### config.mk
export PLATFORM = sky130hd
export DESIGN_NAME = storage_size_text_parser_top
export DESIGN_NICKNAME = d
export VERILOG_FILES = /design/src/rtl/sstp_pkg.sv /design/src/rtl/storage_size_text_parser_top.sv
export SDC_FILE = /design/constraint.sdc
export NUM_CORES = 1
export LEC_CHECK = 0
export BUFFER_PORTS_ARGS = -buffer_cell sky130_fd_sc_hd__clkbuf_2
export CAP_MARGIN = 20
export CORE_ASPECT_RATIO = 0.9
export CORE_MARGIN = 5
export CORE_UTILIZATION = 50
export DETAILED_ROUTE_END_ITERATION = 10
export PLACE_DENSITY = 0.68
export SYNTH_ARGS = -nofsm -noshare
export SYNTH_HDL_FRONTEND = slang
export SYNTH_SLANG_ARGS = --single-unit
### constraint.sdc
create_clock -name clk_i -period 6.57 [get_ports clk_i]
set_clock_uncertainty 0.15 [all_clocks]
set_input_delay 0.9855 -clock clk_i [delete_from_list [all_inputs] [get_ports clk_i]]
set_output_delay 0.9855 -clock clk_i [all_outputs]
set_load 0.02 [all_outputs]
### src/rtl/sstp_pkg.sv
// Package with the phase and status codes and widths of the storage size text parser.
`timescale 1ns / 1ps

package sstp_pkg;

  localparam int unsigned CharW    = 8;
  localparam int unsigned CountW   = 64;
  localparam int unsigned StatusW  = 2;
  localparam int unsigned ProgW    = 3;
  localparam int unsigned ShiftW   = 6;
  localparam int unsigned OutDataW = 72;

  localparam logic [1:0] PhStart  = 2'd0;
  localparam logic [1:0] PhMax    = 2'd1;
  localparam logic [1:0] PhDigits = 2'd2;
  localparam logic [1:0] PhSuffix = 2'd3;

  localparam logic [StatusW-1:0] StOk        = 2'd0;
  localparam logic [StatusW-1:0] StMalformed = 2'd1;
  localparam logic [StatusW-1:0] StZero      = 2'd2;
  localparam logic [StatusW-1:0] StOverflow  = 2'd3;

  localparam logic [ProgW-1:0] ProgNone = 3'd0;
  localparam logic [ProgW-1:0] ProgOne  = 3'd1;
  localparam logic [ProgW-1:0] ProgTwo  = 3'd2;
  localparam logic [ProgW-1:0] ProgDone = 3'd3;

  localparam logic [ShiftW-1:0] ShiftB   = 6'd0;
  localparam logic [ShiftW-1:0] ShiftKiB = 6'd10;
  localparam logic [ShiftW-1:0] ShiftMiB = 6'd20;
  localparam logic [ShiftW-1:0] ShiftGiB = 6'd30;
  localparam logic [ShiftW-1:0] ShiftTiB = 6'd40;

endpackage

### src/rtl/storage_size_text_parser_top.sv
// Top level of the storage size text parser: byte stream in, one size result per string out.
`timescale 1ns / 1ps

// The slave channel takes one character of a size string per beat, with tlast on its
// final character. The string is the keyword max or decimal digits with an optional
// B, KiB, MiB, GiB or TiB suffix. For each string the master channel gives one beat
// carrying the 64-bit size in bytes and a 2-bit status (ok, malformed, zero count,
// overflow); characters other than the last produce no beat.
// A beat first lands in an input register. When it advances, the parse state is
// updated and, on the last character, the result is formed and written to the
// output register, from which it is offered on the master channel.
// One character is accepted every cycle unless the output stalls on a last character;
// the combinational count multiply-by-ten and add in the parse stage sets the rate.
// When the receiver stalls, the output register holds its beat; characters that do
// not end a string still advance, and the next last character waits in the input
// register, which in turn drops s_axis_tready.
// Reset clears both valid flags and returns the parser to the start of a string.
module storage_size_text_parser_top
  import sstp_pkg::*;
(
  input  logic                clk_i,
  input  logic                rst_ni,
  input  logic                s_axis_tvalid,
  output logic                s_axis_tready,
  input  logic [CharW-1:0]    s_axis_tdata,   // [7:0] character
  input  logic                s_axis_tlast,
  output logic                m_axis_tvalid,
  input  logic                m_axis_tready,
  output logic [OutDataW-1:0] m_axis_tdata    // [63:0] size_value, [65:64] status, zero pad
);

  logic              in_valid_q;
  logic [CharW-1:0]  in_char_q;
  logic              in_last_q;

  logic [CountW-1:0] count_q, count_d;
  logic [1:0]        phase_q, phase_d;
  logic [ProgW-1:0]  prog_q, prog_d;
  logic [ShiftW-1:0] shift_q, shift_d;
  logic              mal_q, mal_d;
  logic              ovf_q, ovf_d;

  logic              out_valid_q;
  logic [CountW-1:0] out_value_q, out_value_d;
  logic [StatusW-1:0] out_status_q, out_status_d;

  logic              out_free;
  logic              advance;
  logic              s_accept;
  logic              is_digit;
  logic [CountW+3:0] sum;
  logic              sum_ovf;
  logic [ProgW-1:0]  sfx_prog;
  logic              scale_ovf;
  logic [CountW-1:0] scaled;

  assign out_free      = !out_valid_q || m_axis_tready;
  assign advance       = in_valid_q && (!in_last_q || out_free);
  assign s_axis_tready = !in_valid_q || advance;
  assign s_accept      = s_axis_tvalid && s_axis_tready;

  assign is_digit = (in_char_q >= 8'h30) && (in_char_q <= 8'h39);
  assign sum = ({4'b0, count_q} << 3) + ({4'b0, count_q} << 1)
             + {{(CountW){1'b0}}, in_char_q[3:0]};
  assign sum_ovf = |sum[CountW+3:CountW];
  assign sfx_prog = (phase_q == PhDigits) ? ProgNone : prog_q;

  // Parse step for the character in the input register.
  always_comb begin
    count_d = count_q;
    phase_d = phase_q;
    prog_d  = prog_q;
    shift_d = shift_q;
    mal_d   = mal_q;
    ovf_d   = ovf_q;
    if (!mal_q && !ovf_q) begin
      if ((phase_q == PhStart || phase_q == PhDigits) && is_digit) begin
        phase_d = PhDigits;
        if (sum_ovf) begin
          ovf_d = 1'b1;
        end else begin
          count_d = sum[CountW-1:0];
        end
      end else if (phase_q == PhStart) begin
        if (in_char_q == "m") begin
          phase_d = PhMax;
          prog_d  = ProgOne;
        end else begin
          mal_d = 1'b1;
        end
      end else if (phase_q == PhMax) begin
        if (prog_q == ProgOne && in_char_q == "a") begin
          prog_d = ProgTwo;
        end else if (prog_q == ProgTwo && in_char_q == "x") begin
          prog_d = ProgDone;
        end else begin
          mal_d = 1'b1;
        end
      end else begin
        phase_d = PhSuffix;
        prog_d  = sfx_prog;
        if (sfx_prog == ProgNone) begin
          unique case (in_char_q)
            "B": begin shift_d = ShiftB;   prog_d = ProgDone; end
            "K": begin shift_d = ShiftKiB; prog_d = ProgOne;  end
            "M": begin shift_d = ShiftMiB; prog_d = ProgOne;  end
            "G": begin shift_d = ShiftGiB; prog_d = ProgOne;  end
            "T": begin shift_d = ShiftTiB; prog_d = ProgOne;  end
            default: mal_d = 1'b1;
          endcase
        end else if (sfx_prog == ProgOne && in_char_q == "i") begin
          prog_d = ProgTwo;
        end else if (sfx_prog == ProgTwo && in_char_q == "B") begin
          prog_d = ProgDone;
        end else begin
          mal_d = 1'b1;
        end
      end
    end
  end

  // Scaling by the suffix; the shift takes only the suffix exponents.
  always_comb begin
    unique case (shift_d)
      ShiftKiB: begin
        scale_ovf = |count_d[CountW-1:CountW-10];
        scaled    = {count_d[CountW-11:0], 10'b0};
      end
      ShiftMiB: begin
        scale_ovf = |count_d[CountW-1:CountW-20];
        scaled    = {count_d[CountW-21:0], 20'b0};
      end
      ShiftGiB: begin
        scale_ovf = |count_d[CountW-1:CountW-30];
        scaled    = {count_d[CountW-31:0], 30'b0};
      end
      ShiftTiB: begin
        scale_ovf = |count_d[CountW-1:CountW-40];
        scaled    = {count_d[CountW-41:0], 40'b0};
      end
      default: begin
        scale_ovf = 1'b0;
        scaled    = count_d;
      end
    endcase
  end

  // Result for a string that ends with the current character.
  always_comb begin
    out_value_d  = '0;
    out_status_d = StOk;
    priority if (phase_d == PhStart) begin
      out_status_d = StMalformed;
    end else if (phase_d == PhMax) begin
      out_status_d = (!mal_d && prog_d == ProgDone) ? StOk : StMalformed;
    end else if (ovf_d) begin
      out_status_d = StOverflow;
    end else if (count_d == '0) begin
      out_status_d = StZero;
    end else if (mal_d || (phase_d == PhSuffix && prog_d != ProgDone)) begin
      out_status_d = StMalformed;
    end else if (scale_ovf) begin
      out_status_d = StOverflow;
    end else begin
      out_value_d = scaled;
    end
  end

  always_ff @(posedge clk_i or negedge rst_ni) begin
    if (!rst_ni) begin
      in_valid_q  <= 1'b0;
      out_valid_q <= 1'b0;
      count_q     <= '0;
      phase_q     <= PhStart;
      prog_q      <= ProgNone;
      shift_q     <= ShiftB;
      mal_q       <= 1'b0;
      ovf_q       <= 1'b0;
    end else begin
      if (s_axis_tready) begin
        in_valid_q <= s_axis_tvalid;
      end
      if (advance && in_last_q) begin
        out_valid_q <= 1'b1;
      end else if (m_axis_tready) begin
        out_valid_q <= 1'b0;
      end
      if (advance) begin
        if (in_last_q) begin
          count_q <= '0;
          phase_q <= PhStart;
          prog_q  <= ProgNone;
          shift_q <= ShiftB;
          mal_q   <= 1'b0;
          ovf_q   <= 1'b0;
        end else begin
          count_q <= count_d;
          phase_q <= phase_d;
          prog_q  <= prog_d;
          shift_q <= shift_d;
          mal_q   <= mal_d;
          ovf_q   <= ovf_d;
        end
      end
    end
  end

  always_ff @(posedge clk_i) begin
    if (s_accept) begin
      in_char_q <= s_axis_tdata;
      in_last_q <= s_axis_tlast;
    end
    if (advance && in_last_q) begin
      out_value_q  <= out_value_d;
      out_status_q <= out_status_d;
    end
  end

  assign m_axis_tvalid = out_valid_q;
  assign m_axis_tdata  = {{(OutDataW - CountW - StatusW){1'b0}}, out_status_q, out_value_q};

endmodule
==> impl_metrics.toml, run 1 <==
[drt]
first_pass_iters = 5
drtIter0Drc = 1719
wl_um = 50400
vias_per_cell = 6.71
route.detailed.drc = 0
antenna_left = 0
vias = 14100
wl_per_cell_um = 24.0

[cells_and_area]
drive_gt1_share_pct = 15.8
final_core_util_pct = 54.9
area_growth_pct = 8.84
design_area_um2 = 15800
layout_commonest_cell = "nand2_1"
fillCellCount = 2656
diodes = 0
fin_nets = 1866
final_cell_mix = "nand2_1 (149), nor2_1 (139), ha_1 (127)"

[global_route]
grt_pass1_vias = 13100
grt_max_degree = 73
grt_pass1_wl_um = 77600
gr-total-overflow = 0
grt_usage_pct = 30.3
grt_antenna_before_repair = 1

[job]
max-cap-violations = 0

[die]
row_count = 59
dieArea_um2 = 32600
die-height_um = 172
num_io_pins = 87
initial_utilization_pct = 50.4
fp.coreArea_um2 = 28800
die_width_um = 190

[clock_tree]
cts_buffer_depth = 2
cts_setup_buffers = 0
cts_resized = 0
cts-htree-levels = 4
cts_root_buf = "clkbuf_16"
clock_latency_ns = 0.45
cts_sinks = 154
postCtsHoldBufs = 0
cts_made_buffers = 17
cts_tree = "yes"
clkTransAtPathRegs_ns = 0.06

[critical_path]
critical_path_class = "reg2reg"
cp-start-kind = "flop"
path_max_fanout = 53
path_buf_inv = 3
cp_cell_sequence = "inv_1 > fa_1 > inv_1 > ha_1 > a211oi_2 > o211ai_1 > a211oi_2 > nor4_1 > or2_1 > and4_1 > or3_4 > a2111oi_4 > buf_12 > mux2i_1 > o22ai_1 > nor2_1 > nor3_2"
worst_setup_path_end_kind = "flop"
cpLargestDelayFamily = "simple AND/OR/NAND/NOR gates"
cp_slowest_cell = "mux2i_1"
critPathMaxStageDelay_ns = 0.82
cp.required_ns = 6.60
crit_arrival_ns = 6.29

[pwr]
ir_drop_uv = 201
p_per_area_nw_per_um2 = 138
total_power_w = 0.00218
p_leak_nw = 6.42

[placed_design]
place_hpwl_um = 38500
port_buffers = 80
place_area_um2 = 15300
place.gp.congestion = 0.982

[sta]
final_max_slew_viol_count = 0
worst_pin_slew_ns = 1.03
maxSlewHeadroom_pct = 31.6
rsz0062_at_grt = "false"
finalSetupViolations = 0
setup_tns_ns = 0
hold_viol = 0
timing.fmax_ghz = 0.160
post-route-min-period_ns = 6.26
fin_crit_sh_pct = 95.3

[yosys]
synth_cell_type_count = 94
synth-edff-count = 75
async_flop_share_pct = 51.3
synth_ff_type = "dfrtp_1"
yosysTopAreaCell = "edfxtp_1"
ys_seq_elements = 154
syn_area_um2 = 14500
synth_cells = 1675
synthTopCellsByArea = "edfxtp_1 (16%), dfrtp_1 (14%), ha_1 (11%), mux2i_1 (4.3%), nand2_1 (3.9%)"
synth_area_per_cell_um2 = 8.67
synth_warnings = 0
yosysTopAreaCellShare_pct = 15.5
synth_seq_area_share_pct = 29.1

[min_path]
hp-class = "in2async"

[status]
status = "finished, final reports clean"
## layout make-up
cell class	instances	area, um^2	area share [%]
inverter	59	221	1.40
multi-input combinational	1360	9530	60.3
sequential	154	4230	26.8
clock buffer	17	425	2.69
tap	366	458	2.90
clock inverter	15	114	0.720
timing repair buffer	132	831	5.26
## synth_stat cells, drive strengths merged (18+ instances only)
cell	count
a21o	22
ha	127
o21a	18
o211ai	21
clkbuf	56
buf	51
a22o	23
o22ai	85
nor3	108
a21oi	108
o21ai	121
mux2i	62
inv	59
nand4	38
xnor2	28
nand2	150
dfrtp	79
edfxtp	75
nor2	139
nor4	36
or3	18
## state kept, by name, indices dropped and copies added, names as in the netlist
register       flops
count_q           64
in_char_q          8
in_last_q          1
in_valid_q         1
m_axis_tvalid      1
mal_q              1
out_status_q       2
out_value_q       64
ovf_q              1
phase_q            2
prog_q             3
shift_q            6
## worst reg2reg max path, cell delays in order (launching register included)
cell and delay (ns):
edfxtp_1 0.53, inv_1 0.20, fa_1 0.63, inv_1 0.06
ha_1 0.33, a211oi_2 0.29, o211ai_1 0.18, a211oi_2 0.37
nor4_1 0.15, or2_1 0.30, and4_1 0.25, or3_4 0.36
a2111oi_4 0.40, buf_12 0.35, mux2i_1 0.86, o22ai_1 0.19
nor2_1 0.34, nor3_2 0.06
## per-stage QoR
step | hold WS, ns | instances | setup slack, ns
detailed placement | 0.345 | 2071 | 0.498
CTS | 0.196 | 2103 | 0.448
global route | 0.196 | 2103 | 0.103
finish | 0.203 | 2103 | 0.306
global placement | 0.337 | 2071 | 0.566
floorplan | 0.320 | 1680 | 1.53
## cell families (layout without fill, tap and decap cells)
| group | count (synthesis) | count (layout) | synth area share [%] |
|---|---|---|---|
| XOR/XNOR | 45 | 45 | 2.71 |
| flip-flops | 154 | 154 | 29.1 |
| multiplexers | 75 | 75 | 5.28 |
| other | 1 | 6 | 0.0258 |
| AND/OR/NAND/NOR | 593 | 593 | 22.6 |
| AO/OA/AOI/OAI | 512 | 512 | 23.3 |
| adder cells (fa/ha/maj) | 129 | 129 | 11.2 |
| buffers and inverters | 166 | 223 | 5.71 |
## report_power, final
group / internal (W) / switching [W]
clock network: 0.000490 / 0.000444
logic: 0.0000478 / 0.000135
registers: 0.00104 / 0.0000223
## final timing paths
path	cells after the start	endpoint	slack (ns)	start
min in group clk_i	2	shift_q[4]$_DFFE_PN0P_	0.36	shift_q[4]$_DFFE_PN0P_
worst min register to register	2	shift_q[4]$_DFFE_PN0P_	0.36	shift_q[4]$_DFFE_PN0P_
worst max register to register	17	out_value_q[38]$_SDFFCE_PP0P_	0.31	in_char_q[3]$_DFFE_PP_
worst min-delay path	1	shift_q[5]$_DFFE_PN0P_	0.20	rst_ni
max in group asynchronous	2	count_q[12]$_DFFE_PN0P_	4.85	rst_ni
worst max-delay path	17	out_value_q[38]$_SDFFCE_PP0P_	0.31	in_char_q[3]$_DFFE_PP_
## metal layers
layer / global-route usage, % / vias to the layer above / routed length (um)
met5: 0 / - / 7
met4: 8.71 / 2 / 1310
met3: 5.66 / 99 / 4520
met2: 47.0 / 705 / 22600
met1: 43.4 / 6828 / 22000
li1: - / 6475 / -
Power figures use the tool's default switching activity.
==> run 2, diff against run 1 <==
--- a/config.mk
+++ b/config.mk
@@ -12,6 +12,7 @@
 export CORE_UTILIZATION = 50
 export DETAILED_ROUTE_END_ITERATION = 10
 export PLACE_DENSITY = 0.68
+export REMOVE_ABC_BUFFERS = 1
 export SYNTH_ARGS = -nofsm -noshare
 export SYNTH_HDL_FRONTEND = slang
 export SYNTH_SLANG_ARGS = --single-unit
==> run 2 against run 1 <==
Sequential power about the same. Combinational power hardly changed. Clock-buffer cell count increased by 2. Clock power is 5.4% higher. Core utilization rose by 0.46 points. Final cell count up 0.24%. Critical path depth up 1. First-iteration DRC count is essentially flat. Routed wire length shrank 1.3%. Critical path type unchanged. Critical endpoint is now out_value_q[40]$_SDFFCE_PP0P_. Largest power group unchanged.
==> impl_metrics.toml, run 2 (synthesis gave the netlist of run 1 again) <==
[sta]
worst_pin_slew_ns = 1.15
post-route-min-period_ns = 6.13
hold_viol = 0
maxSlewHeadroom_pct = 23.0
timing.fmax_ghz = 0.163
fin_crit_sh_pct = 93.3
finalSetupViolations = 0
final_max_slew_viol_count = 0
rsz0062_at_grt = "false"
setup_tns_ns = 0

[clock_tree]
clkTransAtPathRegs_ns = 0.07
cts-htree-levels = 4
clock_latency_ns = 0.44
cts_setup_buffers = 0
cts_root_buf = "clkbuf_16"
cts_made_buffers = 17
cts_sinks = 154
postCtsHoldBufs = 0
cts_tree = "yes"
cts_resized = 0
cts_buffer_depth = 2

[die]
fp.coreArea_um2 = 28800
dieArea_um2 = 32600
row_count = 59
die_width_um = 190
die-height_um = 172
num_io_pins = 87
initial_utilization_pct = 50.4

[drt]
vias = 14000
route.detailed.drc = 0
vias_per_cell = 6.66
first_pass_iters = 6
wl_per_cell_um = 23.6
antenna_left = 0
drtIter0Drc = 1718
wl_um = 49800

[critical_path]
path_max_fanout = 16
crit_arrival_ns = 6.17
r2r_slack_ns = 0.44
critical_path_class = "reg2reg"
cp.required_ns = 6.61
cp_slowest_cell = "a2111oi_4"
cp-start-kind = "flop"
cpLargestDelayFamily = "compound AO/OA/AOI/OAI gates"
critPathMaxStageDelay_ns = 0.55
cp_cell_sequence = "inv_1 > fa_1 > inv_1 > ha_1 > a211oi_2 > o211ai_1 > a211oi_2 > nor4_1 > or2_1 > and4_1 > or3_4 > a2111oi_4 > buf_12 > buf_4 > mux2i_1 > o22ai_1 > nor3_1 > nor3_2"
worst_setup_path_end_kind = "flop"
path_buf_inv = 4

[pwr]
p_per_area_nw_per_um2 = 140
p_leak_nw = 6.48
ir_drop_uv = 181

[global_route]
grt_antenna_before_repair = 2
grt_max_degree = 80
grt_usage_pct = 29.7
grt_pass1_wl_um = 76000
grt_pass1_vias = 13100
grt.met2_usage_pct = 46.4
grt.met3_usage_pct = 7.83
top_usage_layer = "met2"
gr-total-overflow = 0
grtUsageMet1_pct = 40.9

[placed_design]
port_buffers = 80
place.gp.congestion = 1.01
place_hpwl_um = 38100

[cells_and_area]
final_cell_mix = "nand2_1 (149), nor2_1 (139), ha_1 (127)"
reg_top3 = "count_q (64), out_value_q (64), in_char_q (8)"
layout_commonest_cell = "nand2_1"
fin_nets = 1871
final_core_util_pct = 55.4
area_growth_pct = 9.74
diodes = 0
drive_gt1_share_pct = 16.2

[min_path]
hp-class = "in2async"

[job]
max-cap-violations = 0

[status]
status = "finished, final reports clean"
## run 2: cell count changes in the layout (fill, tap and decap cells not counted), sizes merged
cell / previous run / this run
buf: 53 / 58
clkbuf: 96 / 98
clkinvlp: 2 / 1
inv: 67 / 66
## run 2: per-stage QoR
stage	area [um^2]	setup slack, ns	instances	hold slack (ns)	total power (W)
floorplan	13900	-3.34	1573	0.320	0.00118
global placement	15300	0.672	2075	0.339	0.00126
detailed placement	15300	0.599	2075	0.351	0.00126
CTS	15900	0.571	2107	0.365	0.00223
global route	15900	0.153	2108	0.299	0.00229
finish	15900	0.438	2108	0.289	0.00223
## run 2: path summary, 6_finish.rpt
| kind | startpoint | endpoint | depth (start not counted) |
|---|---|---|---|
| max reg2reg | count_q[2]$_DFFE_PN0P_ | out_value_q[40]$_SDFFCE_PP0P_ | 18 |
| min | rst_ni | shift_q[5]$_DFFE_PN0P_ | 1 |
| max in group asynchronous | rst_ni | count_q[15]$_DFFE_PN0P_ | 2 |
| min in group clk_i | shift_q[2]$_DFFE_PN0P_ | shift_q[2]$_DFFE_PN0P_ | 2 |
| max | count_q[2]$_DFFE_PN0P_ | out_value_q[40]$_SDFFCE_PP0P_ | 18 |
| min reg2reg | shift_q[2]$_DFFE_PN0P_ | shift_q[2]$_DFFE_PN0P_ | 2 |
## run 2: area by class of cell
type	instances	area (um^2)
clock inverter	13	103
inverter	59	221
sequential	154	4230
clock buffer	19	475
timing repair buffer	137	913
tap	366	458
multi-input combinational	1360	9540
fill	2629	12900
## run 2: where the power goes
group / internal, W / switching (W) / leakage [nW]
Combinational: 0.0000503 / 0.000136 / 4.37
Clock: 0.000537 / 0.000447 / 0.288
Sequential: 0.00104 / 0.0000198 / 1.82
## run 2: layer usage
metal	share of wire, %	vias to the layer above
met5	0.042	-
met2	44	735
met1	42	6703
li1	-	6484
met3	10	108
met4	3.0	4
==> run 3, diff against run 2 <==
--- a/config.mk
+++ b/config.mk
@@ -6,13 +6,12 @@
 export NUM_CORES = 1
 export LEC_CHECK = 0
 export BUFFER_PORTS_ARGS = -buffer_cell sky130_fd_sc_hd__clkbuf_2
-export CAP_MARGIN = 20
-export CORE_ASPECT_RATIO = 0.9
 export CORE_MARGIN = 5
 export CORE_UTILIZATION = 50
 export DETAILED_ROUTE_END_ITERATION = 10
 export PLACE_DENSITY = 0.68
 export REMOVE_ABC_BUFFERS = 1
+export SKIP_LAST_GASP = 1
 export SYNTH_ARGS = -nofsm -noshare
 export SYNTH_HDL_FRONTEND = slang
 export SYNTH_SLANG_ARGS = --single-unit
==> run 3 against run 2 <==
Maximum frequency fell by 3.3%. Critical path depth fell by 1. Final cell count rose by 0.43%. Worst setup slack got worse by 0.21 ns. Die area barely moved. Register-to-register slack got worse by 0.21 ns. Total power fell by 1.0%. Core utilization fell by 0.11 points. Clock-buffer cell count fell by 2. Non-clock buffer count fell by 9. Worst hold slack got worse by 0.072 ns. Largest cell class unchanged. Highest routed layer is now met4.
==> impl_metrics.toml, run 3 (synthesis gave the netlist of run 1 again) <==
[status]
status = "finished, final reports clean"

[sta]
final.setup.worst_slack_ns = 0.232
post-route-min-period_ns = 6.34
fin_crit_sh_pct = 96.5
hold_viol = 0
maxSlewHeadroom_pct = 23.4
worst_pin_slew_ns = 1.15
fin_hold_ws_ns = 0.217
finalSetupViolations = 0
rsz0062_at_grt = "false"
setup_tns_ns = 0
final_max_slew_viol_count = 0
timing.fmax_ghz = 0.158

[cells_and_area]
drive_gt1_share_pct = 15.6
layout_commonest_cell = "nand2_1"
final_cell_mix = "nand2_1 (149), nor2_1 (139), ha_1 (127)"
diodes = 0
area_growth_pct = 9.20
fin_nets = 1862
reg_top3 = "count_q (64), out_value_q (64), in_char_q (8)"

[die]
row_count = 62
fp.coreArea_um2 = 28700
initial_utilization_pct = 50.6
num_io_pins = 87
die-height_um = 180
die_width_um = 180
dieArea_um2 = 32600

[clock_tree]
clock_latency_ns = 0.43
cts_resized = 0
cts_sinks = 154
cts-htree-levels = 4
cts_made_buffers = 17
cts_tree = "yes"
cts_setup_buffers = 0
clkTransAtPathRegs_ns = 0.06
cts_root_buf = "clkbuf_16"
postCtsHoldBufs = 0
cts_buffer_depth = 2

[global_route]
grt_usage_pct = 30.1
grt_pass1_wl_um = 78600
grt_antenna_before_repair = 0
gr-total-overflow = 0
grt_max_degree = 72
grt_pass1_vias = 13600

[critical_path]
r2r_cells = 17
crit_end = "out_value_q[7]$_SDFFCE_PP0P_"
cp_slowest_cell = "nor3_1"
path_max_fanout = 64
cp.depth = 17
path_common_cell = "inv_1"
cpLargestDelayFamily = "compound AO/OA/AOI/OAI gates"
worst_setup_path_end_kind = "flop"
r2r-start = "in_char_q[3]$_DFFE_PP_"
r2r_slack_ns = 0.23
cp-start-kind = "flop"
path_buf_inv = 3
critical_path_class = "reg2reg"
cp.required_ns = 6.57
critical_path.startpoint = "in_char_q[3]$_DFFE_PP_"
rr_endpoint = "out_value_q[7]$_SDFFCE_PP0P_"
crit_arrival_ns = 6.34
cp_cell_sequence = "inv_1 > fa_1 > inv_1 > ha_1 > a211oi_2 > o211ai_1 > a21oi_1 > o31ai_1 > nor3_1 > nor2_1 > xnor2_1 > nor4_1 > nor4bb_1 > a31oi_1 > o21bai_4 > buf_12 > nor4_2"
critPathMaxStageDelay_ns = 0.75

[drt]
vias = 14300
route.detailed.drc = 0
vias_per_cell = 6.74
first_pass_iters = 8
wl_per_cell_um = 24.1
antenna_left = 0
drtIter0Drc = 1601
wl_um = 51000

[placed_design]
port_buffers = 80
dp_slack_ns = 0.302
place.gp.congestion = 1.04
place_hpwl_um = 38500

[pwr]
total_power_w = 0.00220
p_per_area_nw_per_um2 = 139
p_leak_nw = 6.41
ir_drop_uv = 131

[job]
max-cap-violations = 0

[min_path]
hp-class = "in2async"
## run 3: cell count changes in the layout (fill, tap and decap cells not counted), moves of 2 or more
cell	before	now
buf_4	52	44
clkbuf_16	19	17
inv_4	2	0
clkinvlp_4	1	4
inv_6	4	2
clkinv_1	0	2
## run 3: per-stage QoR
stage                     utilization, %  area [um^2]  std cells
final                               55.3        15900       2117
after global placement              53.3        15300       2085
after CTS                           55.2        15900       2117
after global routing                55.3        15900       2117
after detailed placement            53.3        15300       2085
after floorplan                        -        13900       1573
## run 3: worst min-delay path by stage
stage / endpoint / slack [ns] / depth (start not counted)
2_1_floorplan: shift_q[2]$_DFFE_PN0P_ / 0.32 / 2
3_3_place_gp: shift_q[4]$_DFFE_PN0P_ / 0.34 / 2
3_5_place_dp: shift_q[4]$_DFFE_PN0P_ / 0.34 / 2
4_1_cts: shift_q[4]$_DFFE_PN0P_ / 0.21 / 1
5_1_grt: shift_q[3]$_DFFE_PN0P_ / 0.22 / 1
6_report: shift_q[4]$_DFFE_PN0P_ / 0.22 / 1
## run 3: routing by layer
| layer | part of all wire, % | GRT usage, % | routed length (um) | vias up |
|---|---|---|---|---|
| li1 | - | - | - | 6489 |
| met1 | 40 | 39.7 | 20400 | 6801 |
| met2 | 45 | 48.2 | 23000 | 794 |
| met3 | 9.3 | 5.53 | 4720 | 184 |
| met4 | 5.5 | 13.6 | 2820 | 0 |
| met5 | 0 | 0 | 0 | - |
## run 3: report_power, final
part	internal, W	leakage [nW]	switching (W)	total (W)
Combinational	0.0000539	4.33	0.000138	0.000192
Sequential	0.00104	1.82	0.0000214	0.00106
Clock	0.000520	0.260	0.000433	0.000953
## run 3: final cells by class
class / count / area [um^2]
Fill cell: 2639 / 12800
Multi-Input combinational cell: 1360 / 9550
Sequential cell: 154 / 4230
Timing Repair Buffer: 128 / 826
Tap cell: 384 / 480
Clock buffer: 17 / 425
Inverter: 59 / 221
Clock inverter: 15 / 126
